==> config.mk <==
export PLATFORM = sky130hd
export DESIGN_NAME = active_alarm_table
export DESIGN_NICKNAME = d
export VERILOG_FILES = /design/src/rtl/aat_pkg.sv /design/src/rtl/active_alarm_table.sv
export SDC_FILE = /design/constraint.sdc
export NUM_CORES = 1
export LEC_CHECK = 0
export BUFFER_PORTS_ARGS = -buffer_cell sky130_fd_sc_hd__buf_2
export CAP_MARGIN = 20
export CELL_PAD_IN_SITES_DETAIL_PLACEMENT = 1
export CELL_PAD_IN_SITES_GLOBAL_PLACEMENT = 1
export CORE_AREA = 2 2 139 155
export CTS_CLUSTER_SIZE = 16
export DETAILED_ROUTE_END_ITERATION = 16
export DIE_AREA = 0 0 141 157
export HOLD_SLACK_MARGIN = 0.05
export PLACE_DENSITY = 0.85
export REMOVE_ABC_BUFFERS = 1
export SLEW_MARGIN = 20
export SYNTH_ARGS = -nofsm -noshare
export SYNTH_HDL_FRONTEND = slang
export SYNTH_SLANG_ARGS = --single-unit
==> constraint.sdc <==
create_clock -name clock -period 2.87 [get_ports clock]
set_input_delay 0.861 -clock clock [delete_from_list [all_inputs] [get_ports clock]]
set_output_delay 0.861 -clock clock [all_outputs]
set_load 0.005 [all_outputs]
==> src/rtl/aat_pkg.sv <==
// Active alarm table package: request, response and table entry types,
// status codes and sequencer states. No dependencies.
package aat_pkg;

   localparam logic [2:0] ST_ADDED     = 3'd0;
   localparam logic [2:0] ST_UPDATED   = 3'd1;
   localparam logic [2:0] ST_REMOVED   = 3'd2;
   localparam logic [2:0] ST_NOT_FOUND = 3'd3;
   localparam logic [2:0] ST_INVALID   = 3'd4;
   localparam logic [2:0] ST_FULL      = 3'd5;
   localparam logic [2:0] ST_READ_OK   = 3'd6;
   localparam logic [2:0] ST_BAD_INDEX = 3'd7;

   localparam logic [15:0] MIN_CODE = 16'd1;
   localparam logic [15:0] MAX_CODE = 16'd7;

   typedef struct packed {
      logic        action;
      logic [15:0] event_code;
      logic [7:0]  event_level;
      logic        active;
      logic [7:0]  read_index;
   } req_type;

   typedef struct packed {
      logic [2:0] status;
      logic [3:0] entry_count;
      logic [2:0] highest_code;
      logic [2:0] entry_code;
      logic [7:0] entry_level;
   } rsp_type;

   typedef struct packed {
      logic [2:0] code;
      logic [7:0] level;
   } entry_type;

   typedef enum logic [2:0] {
      S_IDLE,
      S_FIND,
      S_EXEC,
      S_MOVE,
      S_TOP
   } state_type;

endpackage

==> src/rtl/active_alarm_table.sv <==
// Active alarm table top level: entry memory, search/update sequencer and
// highest-level scan. Depends on aat_pkg.
// Sequence, accept to response strobe: a read or invalid item runs the S_TOP scan
// only; a report runs S_FIND, S_EXEC, S_MOVE (removal only), then S_TOP.
// One item at a time, next transfer taken in the strobe cycle; no response stall.
// Synchronous reset empties the table (count to zero); memory is not cleared.
module active_alarm_table
   import aat_pkg::*;
#(
   parameter int TABLE_DEPTH = 8
) (
   input  logic    clock,
   input  logic    reset,
   input  logic    start,
   output logic    busy,
   input  req_type req_data,
   output logic    rsp_valid,
   output rsp_type rsp_data
);

   localparam int IDX_W = (TABLE_DEPTH > 1) ? $clog2(TABLE_DEPTH) : 1;
   localparam int CNT_W = $clog2(TABLE_DEPTH + 1);

   entry_type mem [TABLE_DEPTH];
   entry_type rd_data_ff;

   logic             mem_re, mem_we;
   logic [IDX_W-1:0] mem_raddr, mem_waddr;
   entry_type        mem_wdata;

   state_type        state_ff, state_in;
   req_type          req_ff, req_in;
   logic [2:0]       status_ff, status_in;
   logic [CNT_W-1:0] count_ff, count_in;
   logic [CNT_W-1:0] last_idx;
   logic [CNT_W-1:0] scan_ff, scan_in;
   logic             dv_ff, dv_in;
   logic [IDX_W-1:0] didx_ff, didx_in;
   logic             found_ff, found_in;
   logic [IDX_W-1:0] pos_ff, pos_in;
   entry_type        best_ff, best_in;
   entry_type        ent_ff, ent_in;
   logic             rsp_valid_ff, rsp_valid_in;
   rsp_type          rsp_ff, rsp_in;

   assign last_idx = count_ff - 1'b1;

   always_ff @(posedge clock) begin
      if (mem_we) begin
         mem[mem_waddr] <= mem_wdata;
      end
      if (mem_re) begin
         rd_data_ff <= mem[mem_raddr];
      end
   end

   always_ff @(posedge clock) begin
      if (reset) begin
         state_ff <= S_IDLE;
      end else begin
         state_ff <= state_in;
      end
   end

   always_ff @(posedge clock) begin
      if (reset) begin
         count_ff     <= '0;
         dv_ff        <= 1'b0;
         rsp_valid_ff <= 1'b0;
      end else begin
         count_ff     <= count_in;
         dv_ff        <= dv_in;
         rsp_valid_ff <= rsp_valid_in;
      end
      req_ff    <= req_in;
      status_ff <= status_in;
      scan_ff   <= scan_in;
      didx_ff   <= didx_in;
      found_ff  <= found_in;
      pos_ff    <= pos_in;
      best_ff   <= best_in;
      ent_ff    <= ent_in;
      rsp_ff    <= rsp_in;
   end

   always_comb begin
      state_in     = state_ff;
      req_in       = req_ff;
      status_in    = status_ff;
      count_in     = count_ff;
      scan_in      = scan_ff;
      dv_in        = 1'b0;
      didx_in      = scan_ff[IDX_W-1:0];
      found_in     = found_ff;
      pos_in       = pos_ff;
      best_in      = best_ff;
      ent_in       = ent_ff;
      rsp_valid_in = 1'b0;
      rsp_in       = rsp_ff;
      mem_re       = 1'b0;
      mem_raddr    = scan_ff[IDX_W-1:0];
      mem_we       = 1'b0;
      mem_waddr    = pos_ff;
      mem_wdata    = rd_data_ff;

      case (state_ff)
         S_IDLE: begin
            if (start) begin
               req_in   = req_data;
               scan_in  = '0;
               found_in = 1'b0;
               ent_in   = '0;
               if (req_data.action) begin
                  status_in = (req_data.read_index < 8'(count_ff)) ? ST_READ_OK
                                                                   : ST_BAD_INDEX;
                  state_in  = S_TOP;
               end else if (req_data.event_code < MIN_CODE ||
                            req_data.event_code > MAX_CODE ||
                            req_data.event_level == 8'd0) begin
                  status_in = ST_INVALID;
                  state_in  = S_TOP;
               end else begin
                  state_in = S_FIND;
               end
            end
         end
         S_FIND: begin
            if (scan_ff < count_ff) begin
               mem_re  = 1'b1;
               dv_in   = 1'b1;
               scan_in = scan_ff + 1'b1;
            end
            if (dv_ff && !found_ff &&
                rd_data_ff.code == req_ff.event_code[2:0]) begin
               found_in = 1'b1;
               pos_in   = didx_ff;
            end
            if (scan_ff == count_ff && !dv_ff) begin
               state_in = S_EXEC;
            end
         end
         S_EXEC: begin
            scan_in  = '0;
            state_in = S_TOP;
            if (req_ff.active) begin
               if (found_ff) begin
                  mem_we    = 1'b1;
                  mem_waddr = pos_ff;
                  mem_wdata = '{code: req_ff.event_code[2:0],
                                level: req_ff.event_level};
                  status_in = ST_UPDATED;
               end else if (count_ff == CNT_W'(TABLE_DEPTH)) begin
                  status_in = ST_FULL;
               end else begin
                  mem_we    = 1'b1;
                  mem_waddr = count_ff[IDX_W-1:0];
                  mem_wdata = '{code: req_ff.event_code[2:0],
                                level: req_ff.event_level};
                  count_in  = count_ff + 1'b1;
                  status_in = ST_ADDED;
               end
            end else if (found_ff) begin
               mem_re    = 1'b1;
               mem_raddr = last_idx[IDX_W-1:0];
               status_in = ST_REMOVED;
               state_in  = S_MOVE;
            end else begin
               status_in = ST_NOT_FOUND;
            end
         end
         S_MOVE: begin
            mem_we    = 1'b1;
            mem_waddr = pos_ff;
            mem_wdata = rd_data_ff;
            count_in  = count_ff - 1'b1;
            scan_in   = '0;
            state_in  = S_TOP;
         end
         S_TOP: begin
            if (scan_ff < count_ff) begin
               mem_re  = 1'b1;
               dv_in   = 1'b1;
               scan_in = scan_ff + 1'b1;
            end
            if (dv_ff) begin
               if (didx_ff == '0 || rd_data_ff.level > best_ff.level) begin
                  best_in = rd_data_ff;
               end
               if (req_ff.action && 8'(didx_ff) == req_ff.read_index) begin
                  ent_in = rd_data_ff;
               end
            end
            if (scan_ff == count_ff && !dv_ff) begin
               rsp_valid_in        = 1'b1;
               rsp_in.status       = status_ff;
               rsp_in.entry_count  = 4'(count_ff);
               rsp_in.highest_code = (count_ff == '0) ? 3'd0 : best_ff.code;
               rsp_in.entry_code   = (status_ff == ST_READ_OK) ? ent_ff.code : 3'd0;
               rsp_in.entry_level  = (status_ff == ST_READ_OK) ? ent_ff.level : 8'd0;
               state_in            = S_IDLE;
            end
         end
         default: begin
            state_in = S_IDLE;
         end
      endcase
   end

   assign busy      = (state_ff != S_IDLE);
   assign rsp_valid = rsp_valid_ff;
   assign rsp_data  = rsp_ff;

`ifndef NO_ASSERTIONS
   a_count_range: assert property (@(posedge clock) disable iff (reset)
      count_ff <= CNT_W'(TABLE_DEPTH))
      else $error("entry count above table depth");

   a_strobe_single: assert property (@(posedge clock) disable iff (reset)
      rsp_valid |=> !rsp_valid)
      else $error("response strobe longer than one cycle");

   a_accept_busy: assert property (@(posedge clock) disable iff (reset)
      start && !busy |=> busy)
      else $error("accepted transfer did not start the sequencer");

   a_read_level: assert property (@(posedge clock) disable iff (reset)
      rsp_valid && rsp_data.status == ST_READ_OK |-> rsp_data.entry_level != 8'd0)
      else $error("read returned an empty entry");

   a_highest_empty: assert property (@(posedge clock) disable iff (reset)
      rsp_valid |-> ((rsp_data.highest_code == 3'd0) == (count_ff == '0)))
      else $error("highest code disagrees with entry count");
`endif

endmodule
Word level (Yosys, flattened, before mapping)
Memory sizes are Yosys's and may differ from the RTL's. A register that Yosys moved wholly into a read port is not among the register bits.
Index checks and enable logic that the tools add are counted.
{"block": "classes", "n_addsub": 3, "n_lt_le_gt_ge": 5, "n_eq_ne": 20, "n_mux": 53, "n_bitwise": 2, "reduce_logical": 33}
{"op": "$mux W11", "n": 7}
{"op": "$mux W3", "n": 20}
{"op": "$pmux W11 S2", "n": 1}
{"op": "$mux W4", "n": 5}
{"op": "$ne A2 B2 Y1 const B", "n": 9}
{"op": "$gt A16 B3 Y1 const B", "n": 1}
{"op": "$lt A16 B1 Y1 const B", "n": 1}
{"op": "$pmux W3 S5", "n": 1}
{"op": "$reduce_and A3 Y1", "n": 5}
{"op": "$mux W1", "n": 13}
{"op": "$pmux W4 S3", "n": 1}
{"op": "$add A4 B1 Y4 const B", "n": 2}
{"op": "$eq A3 B8 Y1", "n": 1}
{"op": "$gt A8 B8 Y1", "n": 1}
{"op": "$logic_not A8 Y1", "n": 1}
{"op": "$lt A8 B4 Y1", "n": 1}
{"op": "$pmux W4 S2", "n": 1}
{"op": "$reduce_and A4 Y1", "n": 2}
{"op": "$reduce_bool A2 Y1", "n": 4}
{"op": "$reduce_or A2 Y1", "n": 4}
{"op": "$eq A3 B2 Y1 const B", "n": 2}
{"op": "$eq A3 B3 Y1 const B", "n": 2}
{"op": "$logic_not A3 Y1", "n": 2}
{"op": "$pmux W1 S2", "n": 3}
{"op": "other kinds (16)", "n": 26}
{"block": "word_totals", "regBits": 87, "mem_bits_rw": 88, "input_bits": 37, "output_inout_bits": 23, "wordCells": 140, "mem_count": 1}
{"memory": "mem", "words": 8, "width": 11, "read_ports": 1, "rd_clocked_by_memory_dff": 1, "write_ports": 1, "line_no": "active_alarm_table.sv:24", "rtl": "entry_type mem [TABLE_DEPTH];"}

Depth between registers and ports, before layout
Gate-level depths: netlist of run 1.
{"block": "logic_depth", "ltp_word": 7, "mapped_depth": 10}

Least setup slack after synthesis of run 1
OpenSTA, ideal clock, no wires.
{"block": "synth_path", "path_type": "flip-flop to flip-flop", "startpoint": "register count_ff[0]", "endpoint": "memory mem[1][0] in the netlist's numbering (enable)", "setup_time_ps": 378, "arrival_ps": 2699, "setup_slack_ps": -207, "path_stages_with_launch": 11, "n_path_buf": 3, "path_cell_list": "dfxtp_1 -> buf_2 -> clkbuf_1 -> clkbuf_1 -> inv_1 -> ha_1 -> nand3b_1 -> nand3_1 -> mux2i_1 -> nand2b_1 -> nor2_1"}
{"block": "synth_between", "elab_chain_len": 7, "elab_cells_between_ends": 11}
{"element": "from (decl)", "line_no": "active_alarm_table.sv:34", "rtl": "logic [CNT_W-1:0] count_ff, count_in;"}
{"element": "from (signal assigned)", "line_no": "active_alarm_table.sv:71", "rtl": "count_ff <= count_in;"}
{"element": "$eq A4 B4 Y1", "line_no": "active_alarm_table.sv:152", "rtl": "end else if (count_ff == CNT_W'(TABLE_DEPTH)) begin"}
{"element": "$mux W1", "line_no": "active_alarm_table.sv:152"}
{"element": "$mux W1", "line_no": "active_alarm_table.sv:146", "rtl": "if (found_ff) begin"}
{"element": "$mux W1", "line_no": "active_alarm_table.sv:145", "rtl": "if (req_ff.active) begin"}
{"element": "$pmux W1 S2", "line_no": "active_alarm_table.sv:106", "rtl": "case (state_ff)"}
{"element": "$mux W1", "line_no": "active_alarm_table.sv:49", "rtl": "if (mem_we) begin"}
{"element": "$mux W1 (implied by the code)", "line_no": "active_alarm_table.sv:50", "rtl": "mem[mem_waddr] <= mem_wdata;"}
{"element": "to (decl)", "line_no": "active_alarm_table.sv:24"}
Parallel ways exist; a longest one is shown, timed or not.

Worst setup path after layout of run 1
{"block": "layout_path", "startpoint": "register, netlist name rd_data_ff[2]", "endpoint": "register best_ff[3] in the netlist's numbering (enable)"}
{"block": "layout_between", "elab_chain_len": 3}
{"element": "$gt A8 B8 Y1", "line_no": "active_alarm_table.sv:186", "rtl": "if (didx_ff == '0 || rd_data_ff.level > best_ff.level) begin"}
{"element": "$logic_or A1 B1 Y1", "line_no": "active_alarm_table.sv:186"}
{"element": "$reduce_and A3 Y1 (no source line)"}
{"element": "to (signal assigned)", "line_no": "active_alarm_table.sv:81", "rtl": "best_ff <= best_in;"}
{"element": "to (decl)", "line_no": "active_alarm_table.sv:41", "rtl": "entry_type best_ff, best_in;"}
No other way between the ends.
A chain may end at the register's enable or synchronous reset.

==> results.cfg, run 1 <==
[global_route]
met3_usage_pct = 3.50
grt_pass1_wl_um = 36900
grt_pass1_vias = 6650
overflow = 0
antenna_found_initial = 0
busiest_layer = met2
grtUsageMet2_pct = 39.9
grt_usage_pct = 22.0
grt_max_degree = 90
use_met1_pct = 25.8

[yosys]
async_flop_share_pct = 0
yosys.area.top_type = edfxtp_1
yosysMostFrequentCell = edfxtp_1
syn-cell-area_mm2 = 0.00912
yosys_warnings = 0
synth-seq-cells = 186
synth_edf_count = 174
synth_top_cells_by_count = edfxtp_1, nand2_1, nand2b_1
synth_top_area_share_pct = 57.3
postSynthAreaPerCell_um2 = 12.7
yosysSeqAreaShare_pct = 59.9
synthTopCellsByArea = edfxtp_1, o211a_1, a311oi_1
postSynthCellCount = 717
synth_cell_types = 51
yosys_most_used_dff = edfxtp_1

[sta]
timing.fmax_mhz = 374
max_slew_margin_pct = 40.9
fin_skew_ps = 7.47
hold_slack_ps = 444
final-hold-violation-count = 0
tns_ps = 0
finalCriticalPeriod_ps = 2670
max_slew.worst_pin.slew_ps = 872
rsz0062_at_grt = false
period_share_pct = 93.2
maxSlewViolCount = 0
setup_viol = 0

[floorplanning]
fp.dieArea_mm2 = 0.0221
fp.dieH_um = 157
ios = 60
core_mm2 = 0.0204
dieWidth_um = 141
num_rows = 55
start_util_pct = 44.6

[setup_path]
criticalPathCategory = reg2reg
required_ps = 2990
critPathCaptureType = flop
crit_arrival_ps = 2790
worstReg2RegStart = rd_data_ff[2]
start_kind = flop
crit_fanout = 11
r2r_slack_ps = 200
ff2ff_path_depth = 6
reg2reg_to = best_ff[3]

[layout]
area_growth_syn_to_layout_pct = 13.6
nets = 826
seq_area_mm2 = 0.00547
drive_gt1_share_pct = 19.5
fill_cells = 2074
fin_cells = 1039
antenna_cells = 0
multiInputGateArea_mm2 = 0.00333

[place]
gp_congestion = 0.865
post-place-cells = 1007
dpl.hpwl_um = 15200
io_buffers = 59

[detailed_routing]
vias_per_cell = 6.17
drt_iter0_markers = 533
drt-pass1-iter-count = 5
vias = 6408
drt-wirelength-per-cell_um = 22.7
drc = 0
ant_nets = 0
routed_wl_um = 23600

[clock_tree]
cts-buffers-inserted = 17
clock_sinks = 186
post-cts-setup-buffers = 0
hold_buffers = 0
cts_root_buffer = clkbuf_16
clk_latency_ps = 440
clock_path_buffers = 2
cts_resized = 0
path_clk_slew_ps = 70
cts_tree = built
h-tree-depth = 4

[run_status]
status = finished clean

[power]
cellPowerDensity_mw_per_mm2 = 601
total_power_mw = 6.23
ir_drop_mv = 0.422
power_leakage_nw = 3.78

[hold_path]
min_from = status_ff[1]
whs_path_depth = 0
hp-class = reg2reg
min_to = rsp_data[19]

[flow_run]
maxCapViolCount = 0
-- registers in the layout (all words and copies together) (netlist names), 3 cells and up --
register,cells
ent_ff,11
req_ff,21
rsp_data,21
scan_ff,4
status_ff,3
state_ff,3
didx_ff,3
rd_data_ff,11
count_ff,4
pos_ff,3
mem,88
best_ff,11
-- worst max path at each step --
stage	startpoint	end	slack, ps	depth (start not counted)
after floorplan	count_ff[0]	rd_data_ff[0]	-1500	6
after global placement	rd_data_ff[2]	best_ff[5]	210	6
after detailed placement	rd_data_ff[2]	best_ff[5]	170	6
after CTS	rd_data_ff[2]	best_ff[3]	130	6
after global routing	state_ff[1]	mem[7][10]	80	6
final	rd_data_ff[2]	best_ff[3]	200	6
-- cell families (layout without fill, tap and decap cells) --
logic type	after synthesis	after routing	synth area share, %
XOR/XNOR	12	12	1.15
buffers and inverters	78	144	3.65
AND/OR/NAND/NOR	203	203	11.7
adder cells (fa/ha/maj)	19	19	2.61
AO/OA/AOI/OAI	174	174	15.7
flip-flops	186	186	59.9
multiplexers	45	45	5.24
-- area by class of cell --
class / count / area share [%]
repair buffers: 90 / 5.70
multi-input cells: 453 / 32.2
clock buffers: 17 / 4.11
well taps: 256 / 3.09
inverters: 22 / 0.797
flip-flops and latches: 186 / 52.8
clock inverters: 15 / 1.36
-- where the power goes --
| part | switching, mW | leakage, nW | internal, mW |
|---|---|---|---|
| sequential | 0.0827 | 1.69 | 3.12 |
| combinational | 0.431 | 1.82 | 0.316 |
| clock | 1.07 | 0.265 | 1.21 |
-- metal layers --
metal / vias up / share of wire [%] / routed length, um
met4: 0 / 3.7 / 874
met5: - / 0 / 0
li1: 2882 / - / -
met2: 201 / 52 / 12400
met1: 3265 / 39 / 9290
met3: 60 / 4.4 / 1040
-- per-stage QoR --
step / cell area [um^2] / utilization, % / setup WS, ps
5_1_grt: 10400 / 50.7 / 83.8
4_1_cts: 10400 / 50.7 / 129
6_report: 10400 / 50.7 / 196
2_1_floorplan: 8870 / - / -1500
3_5_place_dp: 9790 / 47.9 / 172
3_3_place_gp: 9790 / 47.9 / 206
-- cells in the final DEF (no fill, tap or decap), types with 3 or more instances in the layout --
| cell type | netlist | final |
|---|---|---|
| dfxtp_1 | 12 | 11 |
| a31oi_1 | 4 | 4 |
| nand2b_1 | 49 | 48 |
| nor3_1 | 7 | 7 |
| nor2_1 | 26 | 26 |
| o211a_1 | 44 | 44 |
| mux2i_1 | 23 | 23 |
| xnor2_1 | 10 | 10 |
| nor2b_1 | 9 | 9 |
| a311oi_1 | 44 | 44 |
| and2_1 | 12 | 12 |
| a211oi_1 | 45 | 45 |
| a21oi_1 | 6 | 6 |
| o32ai_1 | 3 | 3 |
| buf_12 | 0 | 5 |
| clkinvlp_4 | 0 | 5 |
| o21ai_0 | 12 | 10 |
| edfxtp_1 | 174 | 174 |
| buf_2 | 5 | 59 |
| nor4_1 | 5 | 5 |
| or2_2 | 4 | 4 |
| ha_1 | 19 | 19 |
| nand3_1 | 5 | 5 |
| inv_1 | 21 | 21 |
| nand4_1 | 5 | 5 |
| a21o_1 | 6 | 6 |
| mux2_2 | 22 | 22 |
| and3_1 | 14 | 14 |
| inv_6 | 0 | 5 |
| buf_4 | 3 | 26 |
| nand2_1 | 56 | 56 |
| clkbuf_16 | 0 | 17 |
-- worst max-delay path, stage by stage (launching register included) --
cell	delay [ps]
edfxtp_1	490
ha_1	350
a21o_1	160
a221o_1	340
a221oi_1	450
o32ai_1	160
and3_1	400
No activity file was read; power rests on OpenSTA's default activity.
==> run 2: changes to the inputs <==
--- a/config.mk
+++ b/config.mk
@@ -15,7 +15,6 @@
 export DIE_AREA = 0 0 141 157
 export HOLD_SLACK_MARGIN = 0.05
 export PLACE_DENSITY = 0.85
-export REMOVE_ABC_BUFFERS = 1
 export SLEW_MARGIN = 20
 export SYNTH_ARGS = -nofsm -noshare
 export SYNTH_HDL_FRONTEND = slang
==> run 2 against run 1 <==
Against the previous run: clock-buffer cell count increased by 1; sequential share of layout area stayed put; routed wire length up 6.6%; hold slack gained 18 ps; register-to-register slack improved by 90 ps; largest power group unchanged.
==> results.cfg, run 2 (synthesis gave the netlist of run 1 again) <==
[sta]
fin_skew_ps = 16.9
max_slew.worst_pin.slew_ps = 1120
finalCriticalPeriod_ps = 2590
final-hold-violation-count = 0
setup_viol = 0
maxSlewViolCount = 0
rsz0062_at_grt = false
timing.fmax_mhz = 386
period_share_pct = 90.2
max_slew_margin_pct = 24.6

[global_route]
grt_usage_pct = 23.2
grt_max_degree = 90
grt_pass1_vias = 6737
overflow = 0
antenna_found_initial = 0
grt_pass1_wl_um = 38900

[setup_path]
critPathCaptureType = flop
ff2ff_path_depth = 6
reg2reg_to = best_ff[2]
r2r_slack_ps = 280
crit_arrival_ps = 2710
crit_fanout = 11
criticalPathCategory = reg2reg
required_ps = 2990
critPathLaunch = rd_data_ff[1]
start_kind = flop
crit_end = best_ff[2]
worstReg2RegStart = rd_data_ff[1]

[detailed_routing]
drt_iter0_markers = 578
vias = 6421
ant_nets = 0
drt-pass1-iter-count = 5
drc = 0
routed_wl_um = 25100
vias_per_cell = 6.21
drt-wirelength-per-cell_um = 24.3

[layout]
largest_reg_flops = 88
top_register = mem
nets = 821
fin_util_pct = 50.7
seq_area_mm2 = 0.00547
final_common_cell = edfxtp_1
drive_gt1_share_pct = 19.4
final_cell_area_mm2 = 0.0104
layout_common_cells = edfxtp_1, buf_2, nand2_1
multiInputGateArea_mm2 = 0.00336
area_growth_syn_to_layout_pct = 13.6
fill_cells = 2066
antenna_cells = 0

[floorplanning]
dieWidth_um = 141
ios = 60
fp.dieArea_mm2 = 0.0221
num_rows = 55
start_util_pct = 44.6
core_mm2 = 0.0204
fp.dieH_um = 157

[clock_tree]
clk_latency_ps = 440
clock_sinks = 186
cts_resized = 0
post-cts-setup-buffers = 0
cts_root_buffer = clkbuf_16
hold_buffers = 0
cts-buffers-inserted = 17
path_clk_slew_ps = 70
clock_path_buffers = 2
h-tree-depth = 4
cts_tree = built

[power]
power_leakage_nw = 3.77
ir_drop_mv = 0.412
cellPowerDensity_mw_per_mm2 = 607

[yosys]
synth_nets = 773

[place]
dpl.hpwl_um = 15900
io_buffers = 59
place_area_mm2 = 0.00978
gp_congestion = 0.811

[hold_path]
whs_path_depth = 0
hp-class = reg2reg

[run_status]
status = finished clean

[flow_run]
maxCapViolCount = 0
[run 2: cell types whose count changed in the layout (fill, tap and decap cells not counted), sizes merged]
cell,before,now
buf,90,85
bufinv,1,0
clkbuf,17,18
clkinv,3,8
clkinvlp,5,1
inv,28,27
[run 2: how the worst min path moves through the flow]
stage	endpoint	start	slack [ps]
CTS	rsp_data[18]	status_ff[0]	460
finish	rsp_data[18]	status_ff[0]	460
global route	rsp_data[20]	status_ff[2]	470
floorplan	rsp_data[16]	count_ff[2]	410
global placement	rsp_data[19]	status_ff[1]	430
detailed placement	rsp_data[18]	status_ff[0]	450
[run 2: area by class of cell]
cell class	count	area share (%)
clock buffers	18	4.14
clock inverters	14	1.45
inverters	22	0.797
multi-input cells	453	32.4
flip-flops and latches	186	52.8
well taps	256	3.09
repair buffers	85	5.34
[run 2: where the power goes]
group / total, mW / switching, mW / internal [mW]
registers: 3.20 / 0.0869 / 3.12
logic: 0.781 / 0.465 / 0.315
clock network: 2.30 / 1.14 / 1.16
total: 6.29 / 1.69 / 4.59
[run 2: stage by stage]
stage	instances	setup slack [ps]	power, mW	hold WS (ps)	setup TNS, ps
2_1_floorplan	717	-69.3	3.72	406	-3220
3_3_place_gp	1002	338	3.98	433	0
3_5_place_dp	1002	321	4.02	448	0
4_1_cts	1034	263	6.30	465	0
5_1_grt	1034	43.1	6.49	473	0
6_report	1034	283	6.29	463	0
[run 2: worst max-delay path, stage by stage, from the launching register on]
cell and delay (ps):
edfxtp_1 500, ha_1 350, and3_1 210, a221o_1 300, a221oi_1 360, o32ai_1 160, and3_1 400
[run 2: routing by layer]
layer  global-route usage [%]  wire [um]  up-vias
met3                     3.68       1570       45
met2                     40.9      12900      264
met4                     8.67        699        0
met1                     28.9       9960     3239
met5                        0          0        -
li1                         -          -     2873
